[src/rtl/rcd_pkg.sv]
// Shared types and constants for the command deframer.
// Character codes, result kinds, parse phases, config and result structs.
// No dependencies.
package rcd_pkg;

  localparam int LENGTH_BITS_DEF = 32;

  localparam logic [7:0] CH_STAR   = 8'h2A;
  localparam logic [7:0] CH_DOLLAR = 8'h24;
  localparam logic [7:0] CH_PLUS   = 8'h2B;
  localparam logic [7:0] CH_MINUS  = 8'h2D;
  localparam logic [7:0] CH_ZERO   = 8'h30;
  localparam logic [7:0] CH_NINE   = 8'h39;
  localparam logic [7:0] CH_SPACE  = 8'h20;
  localparam logic [7:0] CH_TAB    = 8'h09;
  localparam logic [7:0] CH_CR     = 8'h0D;

  localparam logic [7:0]  MAX_ARG_COUNT_RST   = 8'd255;
  localparam logic [31:0] MAX_BULK_LENGTH_RST = 32'h2000_0000;

  // Configuration register indexes
  localparam logic CFG_MAX_ARG_COUNT   = 1'b0;
  localparam logic CFG_MAX_BULK_LENGTH = 1'b1;

  typedef enum logic [2:0] {
    KIND_HEADER    = 3'd0,
    KIND_DATA      = 3'd1,
    KIND_NULL_ARG  = 3'd2,
    KIND_EMPTY_ARG = 3'd3,
    KIND_BAD_HDR   = 3'd4,
    KIND_NOT_ARRAY = 3'd5,
    KIND_OVERSIZE  = 3'd6
  } kind_t;

  typedef enum logic [3:0] {
    PH_IDLE         = 4'd0,
    PH_CNT_START    = 4'd1,
    PH_CNT_DIGITS   = 4'd2,
    PH_ARG_HDR      = 4'd3,
    PH_LEN_START    = 4'd4,
    PH_LEN_DIGITS   = 4'd5,
    PH_PAYLOAD      = 4'd6,
    PH_SKIP_IDLE    = 4'd7,
    PH_SKIP_ARGHDR  = 4'd8,
    PH_SKIP_PAYLOAD = 4'd9
  } phase_t;

  typedef struct packed {
    logic [7:0]  max_arg_count;
    logic [31:0] max_bulk_length;
  } cfg_t;

  typedef struct packed {
    kind_t      kind;
    logic [7:0] arg_index;
    logic [7:0] arg_count;
    logic [7:0] data_byte;
    logic       last_in_arg;
    logic       last_in_msg;
  } res_t;

endpackage

[src/rtl/resp_command_deframer_unit.sv]
// A byte's result passes from the input register through the parse logic into the
//   output register.
// Throughput: one byte per cycle; the output register stalls the input only when a
//   result is pending and the byte in the input register produces another one.
// Reset (rst_n, synchronous, active low): parser idle, both registers empty,
//   max_arg_count = 255, max_bulk_length = 2^29.
module resp_command_deframer_unit #(
  parameter int LENGTH_BITS = rcd_pkg::LENGTH_BITS_DEF
) (
  input  logic        clk,
  input  logic        rst_n,
  // byte stream in
  input  logic        in_valid,
  output logic        in_ready,
  input  logic [7:0]  in_byte,
  // parsed results out
  output logic        out_valid,
  input  logic        out_ready,
  output logic [2:0]  out_kind,
  output logic [7:0]  out_arg_index,
  output logic [7:0]  out_arg_count,
  output logic [7:0]  out_data_byte,
  output logic        out_last_in_arg,
  output logic        out_last_in_msg,
  // configuration writes
  input  logic        cfg_we,
  input  logic        cfg_index,
  input  logic [31:0] cfg_wdata
);

  rcd_pkg::cfg_t cfg;
  rcd_pkg::res_t res, res_r;
  logic          res_valid;

  logic          in_valid_r, in_valid_nxt;
  logic [7:0]    in_byte_r;
  logic          out_valid_r, out_valid_nxt;
  logic          advance;

  rcd_cfg u_cfg (
    .clk       (clk),
    .rst_n     (rst_n),
    .cfg_we    (cfg_we),
    .cfg_index (cfg_index),
    .cfg_wdata (cfg_wdata),
    .cfg       (cfg)
  );

  // The byte in the input register moves on unless it would produce a result
  // while the output register still holds one that is not being taken.
  assign advance  = in_valid_r && (!res_valid || !out_valid_r || out_ready);
  assign in_ready = !in_valid_r || advance;

  rcd_parser #(
    .LENGTH_BITS (LENGTH_BITS)
  ) u_parser (
    .clk       (clk),
    .rst_n     (rst_n),
    .step      (advance),
    .byte_in   (in_byte_r),
    .cfg       (cfg),
    .res_valid (res_valid),
    .res       (res)
  );

  // Input register: refilled in the same cycle it drains.
  always_comb begin
    in_valid_nxt = in_valid_r;
    if (in_valid && in_ready) begin
      in_valid_nxt = 1'b1;
    end else if (advance) begin
      in_valid_nxt = 1'b0;
    end
  end

  // Output register: a new result replaces one being taken this cycle.
  always_comb begin
    out_valid_nxt = out_valid_r;
    if (advance && res_valid) begin
      out_valid_nxt = 1'b1;
    end else if (out_ready) begin
      out_valid_nxt = 1'b0;
    end
  end

  always_ff @(posedge clk) begin
    if (!rst_n) begin
      in_valid_r  <= 1'b0;
      out_valid_r <= 1'b0;
    end else begin
      in_valid_r  <= in_valid_nxt;
      out_valid_r <= out_valid_nxt;
    end
  end

  // Payload registers, no reset needed
  always_ff @(posedge clk) begin
    if (in_valid && in_ready) begin
      in_byte_r <= in_byte;
    end
    if (advance && res_valid) begin
      res_r <= res;
    end
  end

  assign out_valid       = out_valid_r;
  assign out_kind        = res_r.kind;
  assign out_arg_index   = res_r.arg_index;
  assign out_arg_count   = res_r.arg_count;
  assign out_data_byte   = res_r.data_byte;
  assign out_last_in_arg = res_r.last_in_arg;
  assign out_last_in_msg = res_r.last_in_msg;

  // A byte that would produce a result behind a stalled output must be held.
  a_hold_on_stall: assert property (@(posedge clk) disable iff (!rst_n)
    (in_valid_r && res_valid && out_valid_r && !out_ready) |=>
      (in_valid_r && $stable(in_byte_r)))
    else $error("input transaction dropped while output stalled");

  a_errors_end_msg: assert property (@(posedge clk) disable iff (!rst_n)
    (out_valid_r && (res_r.kind == rcd_pkg::KIND_BAD_HDR ||
                     res_r.kind == rcd_pkg::KIND_NOT_ARRAY ||
                     res_r.kind == rcd_pkg::KIND_OVERSIZE)) |-> res_r.last_in_msg)
    else $error("error result not marked end of message");

  a_data_byte_zero: assert property (@(posedge clk) disable iff (!rst_n)
    (out_valid_r && res_r.kind != rcd_pkg::KIND_DATA) |-> (res_r.data_byte == 8'd0))
    else $error("data byte set on a non-data result");

endmodule

[src/rtl/rcd_cfg.sv]
// Configuration register file for the command deframer.
// Depends on rcd_pkg (cfg_t, register indexes, reset values).
module rcd_cfg (
  input  logic              clk,
  input  logic              rst_n,
  input  logic              cfg_we,
  input  logic              cfg_index,
  input  logic [31:0]       cfg_wdata,
  output rcd_pkg::cfg_t     cfg
);

  rcd_pkg::cfg_t cfg_r, cfg_nxt;

  always_comb begin
    cfg_nxt = cfg_r;
    if (cfg_we) begin
      case (cfg_index)
        rcd_pkg::CFG_MAX_ARG_COUNT:   cfg_nxt.max_arg_count   = cfg_wdata[7:0];
        rcd_pkg::CFG_MAX_BULK_LENGTH: cfg_nxt.max_bulk_length = cfg_wdata;
        default:                      cfg_nxt = cfg_r;
      endcase
    end
  end

  always_ff @(posedge clk) begin
    if (!rst_n) begin
      cfg_r.max_arg_count   <= rcd_pkg::MAX_ARG_COUNT_RST;
      cfg_r.max_bulk_length <= rcd_pkg::MAX_BULK_LENGTH_RST;
    end else begin
      cfg_r <= cfg_nxt;
    end
  end

  assign cfg = cfg_r;

endmodule

[src/rtl/rcd_parser.sv]
// Parse state machine: per-byte next state and result decode.
// Depends on rcd_pkg (phase_t, res_t, cfg_t, character codes).
module rcd_parser #(
  parameter int LENGTH_BITS = rcd_pkg::LENGTH_BITS_DEF
) (
  input  logic          clk,
  input  logic          rst_n,
  input  logic          step,
  input  logic [7:0]    byte_in,
  input  rcd_pkg::cfg_t cfg,
  output logic          res_valid,
  output rcd_pkg::res_t res
);

  localparam int NW = LENGTH_BITS + 1;          // number register width
  localparam int MW = NW + 4;                   // room for value*10+digit
  localparam int CW = (NW > 32) ? NW : 32;      // compare width

  rcd_pkg::phase_t        phase_r, phase_nxt;
  logic [NW-1:0]          num_r, num_nxt;
  logic                   neg_r, neg_nxt;
  logic [7:0]             args_r, args_nxt;
  logic [7:0]             cur_r, cur_nxt;
  logic [LENGTH_BITS-1:0] pl_r, pl_nxt;
  logic [1:0]             skip_r, skip_nxt;

  logic                   is_digit, is_sign, is_ws;
  logic [3:0]             digit;
  logic [MW-1:0]          mul;
  logic [NW-1:0]          num_sat;
  logic                   cnt_end, len_end;
  logic                   cnt_nonpos, cnt_over;
  logic                   len_null, len_over, len_empty;
  logic                   close_last;
  logic [LENGTH_BITS-1:0] pl_dec;
  logic [1:0]             skip_dec;

  assign is_digit = (byte_in >= rcd_pkg::CH_ZERO) && (byte_in <= rcd_pkg::CH_NINE);
  assign is_sign  = (byte_in == rcd_pkg::CH_PLUS) || (byte_in == rcd_pkg::CH_MINUS);
  assign is_ws    = byte_in inside {rcd_pkg::CH_SPACE, [rcd_pkg::CH_TAB:rcd_pkg::CH_CR]};
  assign digit    = byte_in[3:0];

  // value*10 + digit as two shifts and an add, saturating at all ones
  assign mul     = (MW'(num_r) << 3) + (MW'(num_r) << 1) + MW'(digit);
  assign num_sat = (|mul[MW-1:NW]) ? {NW{1'b1}} : mul[NW-1:0];

  assign cnt_end = ((phase_r == rcd_pkg::PH_CNT_START) && !is_sign && !is_digit) ||
                   ((phase_r == rcd_pkg::PH_CNT_DIGITS) && !is_digit);
  assign len_end = ((phase_r == rcd_pkg::PH_LEN_START) && !is_sign && !is_digit) ||
                   ((phase_r == rcd_pkg::PH_LEN_DIGITS) && !is_digit);

  assign cnt_nonpos = neg_r || (num_r == '0);
  assign cnt_over   = CW'(num_r) > CW'(cfg.max_arg_count);
  assign len_null   = neg_r && (num_r != '0);
  // top bit set means above the LENGTH_BITS cap
  assign len_over   = (CW'(num_r) > CW'(cfg.max_bulk_length)) || num_r[NW-1];
  assign len_empty  = (num_r == '0);

  assign close_last = ({1'b0, cur_r} + 9'd1) >= {1'b0, args_r};
  assign pl_dec     = pl_r - LENGTH_BITS'(1);
  assign skip_dec   = (skip_r == 2'd0) ? 2'd0 : skip_r - 2'd1;

  // Next state
  always_comb begin
    phase_nxt = phase_r;
    num_nxt   = num_r;
    neg_nxt   = neg_r;
    args_nxt  = args_r;
    cur_nxt   = cur_r;
    pl_nxt    = pl_r;
    skip_nxt  = skip_r;
    case (phase_r)
      rcd_pkg::PH_IDLE: begin
        if (byte_in == rcd_pkg::CH_STAR) begin
          phase_nxt = rcd_pkg::PH_CNT_START;
          num_nxt   = '0;
          neg_nxt   = 1'b0;
        end
      end
      rcd_pkg::PH_CNT_START, rcd_pkg::PH_CNT_DIGITS: begin
        if (cnt_end) begin
          args_nxt  = (cnt_nonpos || cnt_over) ? 8'd0 : num_r[7:0];
          cur_nxt   = 8'd0;
          phase_nxt = (cnt_nonpos || cnt_over) ? rcd_pkg::PH_SKIP_IDLE
                                               : rcd_pkg::PH_SKIP_ARGHDR;
          skip_nxt  = 2'd1;
        end else if (is_sign) begin
          neg_nxt   = (byte_in == rcd_pkg::CH_MINUS);
          phase_nxt = rcd_pkg::PH_CNT_DIGITS;
        end else begin
          num_nxt   = num_sat;
          phase_nxt = rcd_pkg::PH_CNT_DIGITS;
        end
      end
      rcd_pkg::PH_LEN_START, rcd_pkg::PH_LEN_DIGITS: begin
        if (len_end) begin
          if (len_null) begin
            cur_nxt   = cur_r + 8'd1;
            phase_nxt = close_last ? rcd_pkg::PH_SKIP_IDLE : rcd_pkg::PH_SKIP_ARGHDR;
            skip_nxt  = 2'd1;
          end else if (len_over) begin
            phase_nxt = rcd_pkg::PH_SKIP_IDLE;
            skip_nxt  = 2'd1;
          end else if (len_empty) begin
            cur_nxt   = cur_r + 8'd1;
            phase_nxt = close_last ? rcd_pkg::PH_SKIP_IDLE : rcd_pkg::PH_SKIP_ARGHDR;
            skip_nxt  = 2'd3;
          end else begin
            pl_nxt    = num_r[LENGTH_BITS-1:0];
            phase_nxt = rcd_pkg::PH_SKIP_PAYLOAD;
            skip_nxt  = 2'd1;
          end
        end else if (is_sign) begin
          neg_nxt   = (byte_in == rcd_pkg::CH_MINUS);
          phase_nxt = rcd_pkg::PH_LEN_DIGITS;
        end else begin
          num_nxt   = num_sat;
          phase_nxt = rcd_pkg::PH_LEN_DIGITS;
        end
      end
      rcd_pkg::PH_ARG_HDR: begin
        if (byte_in == rcd_pkg::CH_DOLLAR) begin
          phase_nxt = rcd_pkg::PH_LEN_START;
          num_nxt   = '0;
          neg_nxt   = 1'b0;
        end else begin
          phase_nxt = rcd_pkg::PH_IDLE;
        end
      end
      rcd_pkg::PH_PAYLOAD: begin
        pl_nxt = pl_dec;
        if (pl_dec == '0) begin
          cur_nxt   = cur_r + 8'd1;
          phase_nxt = close_last ? rcd_pkg::PH_SKIP_IDLE : rcd_pkg::PH_SKIP_ARGHDR;
          skip_nxt  = 2'd2;
        end
      end
      rcd_pkg::PH_SKIP_IDLE, rcd_pkg::PH_SKIP_ARGHDR, rcd_pkg::PH_SKIP_PAYLOAD: begin
        skip_nxt = skip_dec;
        if (skip_dec == 2'd0) begin
          case (phase_r)
            rcd_pkg::PH_SKIP_IDLE:   phase_nxt = rcd_pkg::PH_IDLE;
            rcd_pkg::PH_SKIP_ARGHDR: phase_nxt = rcd_pkg::PH_ARG_HDR;
            default:                 phase_nxt = rcd_pkg::PH_PAYLOAD;
          endcase
        end
      end
      default: phase_nxt = rcd_pkg::PH_IDLE;
    endcase
  end

  // Result decode
  always_comb begin
    res_valid       = 1'b0;
    res.kind        = rcd_pkg::KIND_HEADER;
    res.arg_index   = 8'd0;
    res.arg_count   = 8'd0;
    res.data_byte   = 8'd0;
    res.last_in_arg = 1'b0;
    res.last_in_msg = 1'b0;
    case (phase_r)
      rcd_pkg::PH_IDLE: begin
        if ((byte_in != rcd_pkg::CH_STAR) && !is_ws) begin
          res_valid       = 1'b1;
          res.kind        = rcd_pkg::KIND_NOT_ARRAY;
          res.last_in_msg = 1'b1;
        end
      end
      rcd_pkg::PH_CNT_START, rcd_pkg::PH_CNT_DIGITS: begin
        if (cnt_end) begin
          res_valid = 1'b1;
          if (cnt_nonpos) begin
            res.last_in_msg = 1'b1;
          end else if (cnt_over) begin
            res.kind        = rcd_pkg::KIND_OVERSIZE;
            res.last_in_msg = 1'b1;
          end else begin
            res.arg_count = num_r[7:0];
          end
        end
      end
      rcd_pkg::PH_LEN_START, rcd_pkg::PH_LEN_DIGITS: begin
        res.arg_index = cur_r;
        res.arg_count = args_r;
        if (len_end) begin
          if (len_null) begin
            res_valid       = 1'b1;
            res.kind        = rcd_pkg::KIND_NULL_ARG;
            res.last_in_arg = 1'b1;
            res.last_in_msg = close_last;
          end else if (len_over) begin
            res_valid       = 1'b1;
            res.kind        = rcd_pkg::KIND_OVERSIZE;
            res.last_in_msg = 1'b1;
          end else if (len_empty) begin
            res_valid       = 1'b1;
            res.kind        = rcd_pkg::KIND_EMPTY_ARG;
            res.last_in_arg = 1'b1;
            res.last_in_msg = close_last;
          end
        end
      end
      rcd_pkg::PH_ARG_HDR: begin
        res.arg_index = cur_r;
        res.arg_count = args_r;
        if (byte_in != rcd_pkg::CH_DOLLAR) begin
          res_valid       = 1'b1;
          res.kind        = rcd_pkg::KIND_BAD_HDR;
          res.last_in_msg = 1'b1;
        end
      end
      rcd_pkg::PH_PAYLOAD: begin
        res_valid       = 1'b1;
        res.kind        = rcd_pkg::KIND_DATA;
        res.arg_index   = cur_r;
        res.arg_count   = args_r;
        res.data_byte   = byte_in;
        res.last_in_arg = (pl_dec == '0);
        res.last_in_msg = (pl_dec == '0) && close_last;
      end
      default: res_valid = 1'b0;
    endcase
  end

  always_ff @(posedge clk) begin
    if (!rst_n) begin
      phase_r <= rcd_pkg::PH_IDLE;
      num_r   <= '0;
      neg_r   <= 1'b0;
      args_r  <= 8'd0;
      cur_r   <= 8'd0;
      pl_r    <= '0;
      skip_r  <= 2'd0;
    end else if (step) begin
      phase_r <= phase_nxt;
      num_r   <= num_nxt;
      neg_r   <= neg_nxt;
      args_r  <= args_nxt;
      cur_r   <= cur_nxt;
      pl_r    <= pl_nxt;
      skip_r  <= skip_nxt;
    end
  end

  a_skip_only_in_skip: assert property (@(posedge clk) disable iff (!rst_n)
    (skip_r != 2'd0) |-> (phase_r == rcd_pkg::PH_SKIP_IDLE ||
                          phase_r == rcd_pkg::PH_SKIP_ARGHDR ||
                          phase_r == rcd_pkg::PH_SKIP_PAYLOAD))
    else $error("skip count set outside a skip phase");

  a_payload_nonzero: assert property (@(posedge clk) disable iff (!rst_n)
    (phase_r == rcd_pkg::PH_PAYLOAD) |-> (pl_r != '0))
    else $error("payload phase with no bytes left");

  a_msg_end_idles: assert property (@(posedge clk) disable iff (!rst_n)
    (step && res_valid && res.last_in_msg) |=>
      (phase_r == rcd_pkg::PH_IDLE || phase_r == rcd_pkg::PH_SKIP_IDLE))
    else $error("message ended but parser not heading to idle");

endmodule

[config.mk]
export PLATFORM = sky130hd
export DESIGN_NAME = resp_command_deframer_unit
export DESIGN_NICKNAME = d
export VERILOG_FILES = /design/src/rtl/rcd_pkg.sv /design/src/rtl/resp_command_deframer_unit.sv /design/src/rtl/rcd_cfg.sv /design/src/rtl/rcd_parser.sv
export SDC_FILE = /design/constraint.sdc
export NUM_CORES = 1
export LEC_CHECK = 0
export ABC_CLOCK_PERIOD_IN_PS = 3900
export BUFFER_PORTS_ARGS = -buffer_cell sky130_fd_sc_hd__buf_4
export CORE_MARGIN = 10
export CORE_UTILIZATION = 25
export DETAILED_ROUTE_END_ITERATION = 7
export HOLD_SLACK_MARGIN = 0.1
export PLACE_DENSITY_LB_ADDON = 0.08
export SLEW_MARGIN = 20
export SYNTH_ARGS = -nofsm -noshare
export SYNTH_HDL_FRONTEND = slang
export SYNTH_SLANG_ARGS = --single-unit
[constraint.sdc]
create_clock -name clk -period 3.9 [get_ports clk]
set_clock_uncertainty 0.2 [all_clocks]
set_input_delay 0.39 -clock clk [delete_from_list [all_inputs] [get_ports clk]]
set_output_delay 0.39 -clock clk [all_outputs]
set_load 0.01 [all_outputs]
* Word-level counts from Yosys, hierarchy flattened
Index checks and enable logic that the tools add are counted.
Word-level totals: output and inout bits 31, word-level logic and storage cells 199, register bits 167, bits of input ports 46
Operators by class: $add $sub $neg 6, reductions and logical operators 55, order comparisons 7, mux-type cells 83, bitwise gates (word level) 1, eq/ne operators 29
Operators with widths (count):
- 33-bit two-way mux | 6
- 33-bit case mux with 4 select lines | 1
- 32-bit two-way mux | 4
- 8-bit two-way mux | 10
- 32-bit case mux with 2 select lines | 1
- 8-bit by 6-bit equality test with 1-bit output (second input constant) | 5
- 4-bit two-way mux | 10
- 36-bit by 34-bit adder with 37-bit output | 1
- 37-bit by 4-bit adder with 37-bit output | 1
- 33-bit by 32-bit > comparator with 1-bit output | 1
- 33-bit by 8-bit > comparator with 1-bit output | 1
- 33-bit zero test | 1
- 33-bit nonzero test | 1
- 32-bit zero test | 1
- 32-bit by 1-bit subtractor with 32-bit output (second input constant) | 1
- 3-bit two-way mux | 9
- 4-bit case mux with 6 select lines | 1
- 8-bit case mux with 3 select lines | 1
- 2-bit two-way mux | 11
- 1-bit two-way mux | 21
- 4-bit by 3-bit equality test with 1-bit output (second input constant) | 4
- 8-bit by 6-bit inequality test with 1-bit output (second input constant) | 2
- 8-bit case mux with 2 select lines | 1
- 3-bit case mux with 5 select lines | 1
- 38 further kinds | 85

* Depth between registers and ports, before layout
depth in word-level cells 15, depth in mapped cells 14

* Modules after synthesis
Synthesis repeated with hierarchy kept, for this count alone.
Second synthesis, totals: cell total of the unflattened synthesis 1405, area, all modules 11735.0 um^2
By module, submodules not included:
- rcd_parser | area an instance 8936.1 um^2, instances 1, cells an instance 1173
- rcd_cfg | area an instance 1570.3 um^2, instances 1, cells an instance 183
- resp_command_deframer_unit | area an instance 1228.7 um^2, instances 1, cells an instance 49

* Worst setup path before layout
Ideal clock, no wire load.
kind flip-flop to flip-flop, start point register u_parser.num_r[2], end point register u_parser.num_r[19], data arrival time 3.816 ns, setup time 0.141 ns, data required time 3.559 ns, period minus slack after synthesis 4.157 ns, stages on the path, launching flop included 13, slack -0.257 ns, path through dfxtp_1 -> fa_1 -> fa_1 -> a21o_1 -> a221oi_1 -> o21ai_0 -> o21ai_0 -> or4_1 -> a21oi_1 -> xor2_1 -> o41ai_1 -> clkbuf_1 -> o211ai_1
On the way: longest elaborated chain between the ends 11, elaborated cells between the ends (all ways) 23, those cells by class add/sub: 2; order compare: 1; mux: 10; reduce/logical: 10
RTL lines:
- start: declaration | line rcd_parser.sv:20 | logic [NW-1:0] num_r, num_nxt;
- start signal: assignment | line rcd_parser.sv:236 | num_r <= num_nxt;
- branches (longest 11 deep; another with 36-bit by 34-bit adder with 37-bit output)
Several ways; the timed one is not identified. The select of a mux whose other input is x is not followed. A chain may end at the register's enable or synchronous reset.

* Final worst setup path
start point register in_byte_r[3], end point register u_parser.num_r[28]
On the way: longest elaborated chain between the ends 13, elaborated cells between the ends (all ways) 48, those cells by class add/sub: 1; order compare: 4; eq/ne: 11; mux: 10; reduce/logical: 22
RTL lines:
- start: declaration | line resp_command_deframer_unit.sv:36 | logic [7:0] in_byte_r;
- start signal: assignment | line resp_command_deframer_unit.sv:99 | in_byte_r <= in_byte;
- branches (longest 13 deep; another with 37-bit by 4-bit adder with 37-bit output)
Several ways; the timed one is not identified. The select of a mux whose other input is x is not followed.

==> results by stage <==
Outcome:
- The run finished with clean final reports.

Synth:
- The basic-gate share of the synthesized area counting and, or, nand and nor cells is 0.225.
- The portion of synthesized area spent on multiplexers is 0.00695.
- The synthesized netlist occupies a cell area of 11,500 um^2.
- The number of synthesized flops with an enable pin is 37.
- The share of synthesized area occupied by flip-flops and latches is 0.322.
- The post-synthesis share of cell area spent on full adders, half adders and majority gates is 0.129.
- Yosys mapped the design onto 81 distinct sky130hd cell types.
- The mean area per synthesized cell is slightly above 8 um^2.
- The synthesized-area fraction occupied by ao, oa, aoi and oai cells is 0.235.
- For this run, the number of Yosys warnings is 0.
- Counting every instance in the synthesized netlist gives 1,414.
- Of the total synthesized cell area, the portion taken by XOR and XNOR cells is 0.0327.
- The main combinational cell family by area after synthesis is compound AO/OA/AOI/OAI gates.
- The predominant post-synthesis flop cell is dfxtp_1.
- After synthesis the netlist holds a flip-flop and latch count of between 150 and 200.
- Synthesis produced a netlist with a net count of around 1.6k.
- For this run, asynchronously set or reset flops after synthesis account for 0.

STA:
- The final count of pins violating max slew is 0.
- The slew at the pin closest to its max-slew limit is between 0.8 and 0.9 ns.
- The worst pin sits at a relative slew slack of 0.398.
- The minimum clock period after layout is 3.76 ns.
- Dividing the final minimum period by the clock period gives 0.963.
- Summed over all failing endpoints, the final setup total negative slack is 0 ns.
- The number of failing hold endpoints at the final stage was 0.
- The achievable clock frequency is 266 MHz.
- The total setup violations reported at the end of the flow is 0.

Worst setup path:
- The slowest stage of the critical path is the fa_2 cell.
- In this run the register-to-register setup slack is 0.14 ns.
- The type of element launching the critical path is a flip-flop.
- The worst setup path is captured at a flip-flop.
- The class of the most critical setup path is flip-flop to flip-flop.
- The signal arrival time at the worst endpoint is just under 4 ns.
- On the worst path, the slowest cell contributes a delay of 0.57 ns.
- Data on the critical path is required at its endpoint by 4.03 ns.
- The largest fanout of any net on the critical path is 6.
- Traced cell by cell, the critical path runs through fa_2 > fa_2 > a21o_1 > a221oi_4 > o21ai_2 > o21ai_1 > buf_4 > or4_4 > a21oi_4 > xor2_2 > o41ai_4 > buf_4 > buf_6 > o211ai_1.

Power:
- The worst IR drop on VDD is approximately 260 uV.
- The design draws ~0.0039 W.
- The static leakage is 6.42 nW.
- For this design the ratio of total power to cell area is approximately 260 nW/um^2.

Floorplanning:
- The number of top-level pins is 77.
- The die boundary height is 235 um.
- The die covers 55,100 um^2.
- The core region is 45,500 um^2.
- The die span in x is 235 um.
- The number of placement rows is a little under 80.
- For this configuration, the core starts out at a cell density of 0.253.

Routing:
- Dividing the detail-routed wire length by the instance count gives 19.0 um.
- The detailed-routing iteration count for the pre-antenna-repair pass is 7.
- Once detail routing completed, the nets flagged for antenna violations numbered 0.
- The overall routed net length is 42,300 um.
- The first routing iteration left 660 violations.
- The detailed router placed around 11k vias in this run.
- For this run, design rule violations remaining after detail routing come to 0.
- After detailed routing, the number of vias per cell comes to 5.04.

CTS:
- The maximum level of the CTS H-tree is 4.
- The CTS sink count is 167.
- The maximum number of buffers from clock root to sink is 2.
- The clock insertion delay at the later pin of the skew report is approximately 0.47 ns.
- Clock-pin slew was measured on the worst setup and hold paths at approximately 0.080 ns.
- In this run, CTS created clock tree buffers numbering 17.
- TritonCTS built the clock tree.
- The cell sitting at the root of the clock tree is a clkbuf_16.

Placed design:
- After detailed placement, the design holds a cell count of 2,136.
- The number of input and output port buffers inserted is 76.
- Detailed placement ended at an HPWL of ~32,000 um.
- The congestion estimate from routability-driven global placement came to 0.814.
- The cell area after placement is 13,600 um^2.

Global routing:
- The largest net degree at the start of global routing is 41.
- The remaining global-route overflow is 0.
- The wire length of the first global-routing pass is 66,600 um.
- The number of global-route vias before repair was 11.4k.
- The number of antenna violations at the first check in global routing is 0.
- For this run, the total global-route usage over all layers was measured as 0.151.

Cells and area:
- The fraction of layout cells with a size suffix above 1 is 0.191.
- Once layout is complete, the cells apart from fillers number 2,222.
- The antenna diode count is 0.
- The net count of the finished layout is 1,773.
- The area growth from synthesis to layout is 29.3%.
- Once layout is done, the placed cells without fillers occupy ~15,000 um^2.
- The filler cells instantiated in the layout total 4,900.

Run:
- The number of maximum-capacitance constraint violations is 0.

Worst hold path:
- In this run the worst hold path is classified as input port to flip-flop.
## cells by family after synthesis
| logic type | after synthesis |
|---|---|
| fa+ha+maj | 118 |
| buf+inv | 147 |
| xor+xnor | 43 |
| flops | 167 |
| compound gates | 410 |
| mux | 8 |
| simple gates | 521 |
## metal layers
layer  GRT usage  wire length [um]  vias to the layer above
met4      0.0517              1150                        0
met3      0.0235               912                       55
met2       0.261             20600                      150
met1       0.188             19600                     5382
li1            -                 -                     5609
met5           0                 0                        -
## sequential cells by signal (all words and copies together) (netlist names)
register	cells
out_last_in_arg	1
u_parser.phase_r	4
in_byte_r	8
out_valid	1
out_data_byte	8
in_valid_r	1
u_cfg.cfg	40
u_parser.skip_r	2
u_parser.neg_r	1
u_parser.pl_r	32
out_arg_index	8
u_parser.num_r	33
out_arg_count	8
out_kind	3
u_parser.args_r	8
u_parser.cur_r	8
out_last_in_msg	1
## synth_stat cells, types with 25 or more instances
master    number  area, um^2
nand2_1      191         717
a21oi_1      137         686
dfxtp_1      130        2600
ha_1         116        1450
nor2_1        93         349
clkbuf_1      72         270
inv_1         68         255
nand3_1       51         255
o21ai_0       51         255
edfxtp_1      37        1110
nor3_1        34         170
o31ai_1       28         210
a22oi_1       26         195
xnor2_1       25         219
## stage by stage
stage                     utilization  setup WS, ns  hold WS [ns]
after floorplan                     -       0.00574         0.236
after global placement          0.299       -0.0638         0.245
after detailed placement        0.299        -0.201         0.248
after CTS                       0.324        0.0125         0.164
after global routing            0.328       -0.0286         0.184
final                           0.328         0.143         0.141
## critical path: cells and delay by family, from the launching register on
family / cells / cell delay, ns
adder cells (fa/ha/maj): 2 / 0.78
flip-flops: 1 / 0.43
AND/OR/NAND/NOR: 1 / 0.54
XOR/XNOR: 1 / 0.10
buffers and inverters: 3 / 0.47
AO/OA/AOI/OAI: 7 / 1.12
## cells in the final DEF (no fill, tap or decap), drive strengths merged, types with 37 or more instances in the layout
| cell type | instances |
|---|---|
| a21oi | 137 |
| buf | 204 |
| dfxtp | 130 |
| dlygate4sd3 | 49 |
| edfxtp | 37 |
| ha | 116 |
| inv | 78 |
| nand2 | 191 |
| nand3 | 52 |
| nor2 | 94 |
| o21ai | 52 |
## final cells by class
cell class | count | area (um^2) | area share
tap | 600 | 751 | 0.0504
inverter | 69 | 259 | 0.0174
clock buffer | 17 | 425 | 0.0285
sequential | 167 | 3720 | 0.250
timing repair buffer | 254 | 2120 | 0.142
multi-input combinational | 1100 | 7500 | 0.503
clock inverter | 15 | 135 | 0.00906
## path summary, 6_finish.rpt
| path | endpoint | cells after the start | from |
|---|---|---|---|
| max | u_parser.num_r[28]$_SDFFE_PN0P_ | 14 | in_byte_r[3]$_DFFE_PP_ |
| min reg2reg | u_cfg.cfg[27]$_SDFFE_PN0P_ | 2 | u_cfg.cfg[27]$_SDFFE_PN0P_ |
| max reg2reg | u_parser.num_r[28]$_SDFFE_PN0P_ | 14 | in_byte_r[3]$_DFFE_PP_ |
| min | in_valid_r$_SDFFE_PN0P_ | 4 | out_ready |
## report_power, final
part	internal, W	switching, W	total, W	leakage, nW
Sequential	0.00180	0.0000191	0.00182	1.41
Combinational	0.000149	0.000184	0.000332	4.74
Clock	0.000841	0.000858	0.00170	0.266
Total	0.00279	0.00106	0.00385	6.42
## what timing repair did
action                     in CTS  in global routing
pin swaps                       1                 15
hold endpoints to repair       49                  0
buffers inserted                3                  2
setup endpoints to repair      37                 48
gates resized for setup        11                 42
hold buffers                   49                  0
gates cloned                    1                  0
No activity file was read; power rests on OpenSTA's default activity.
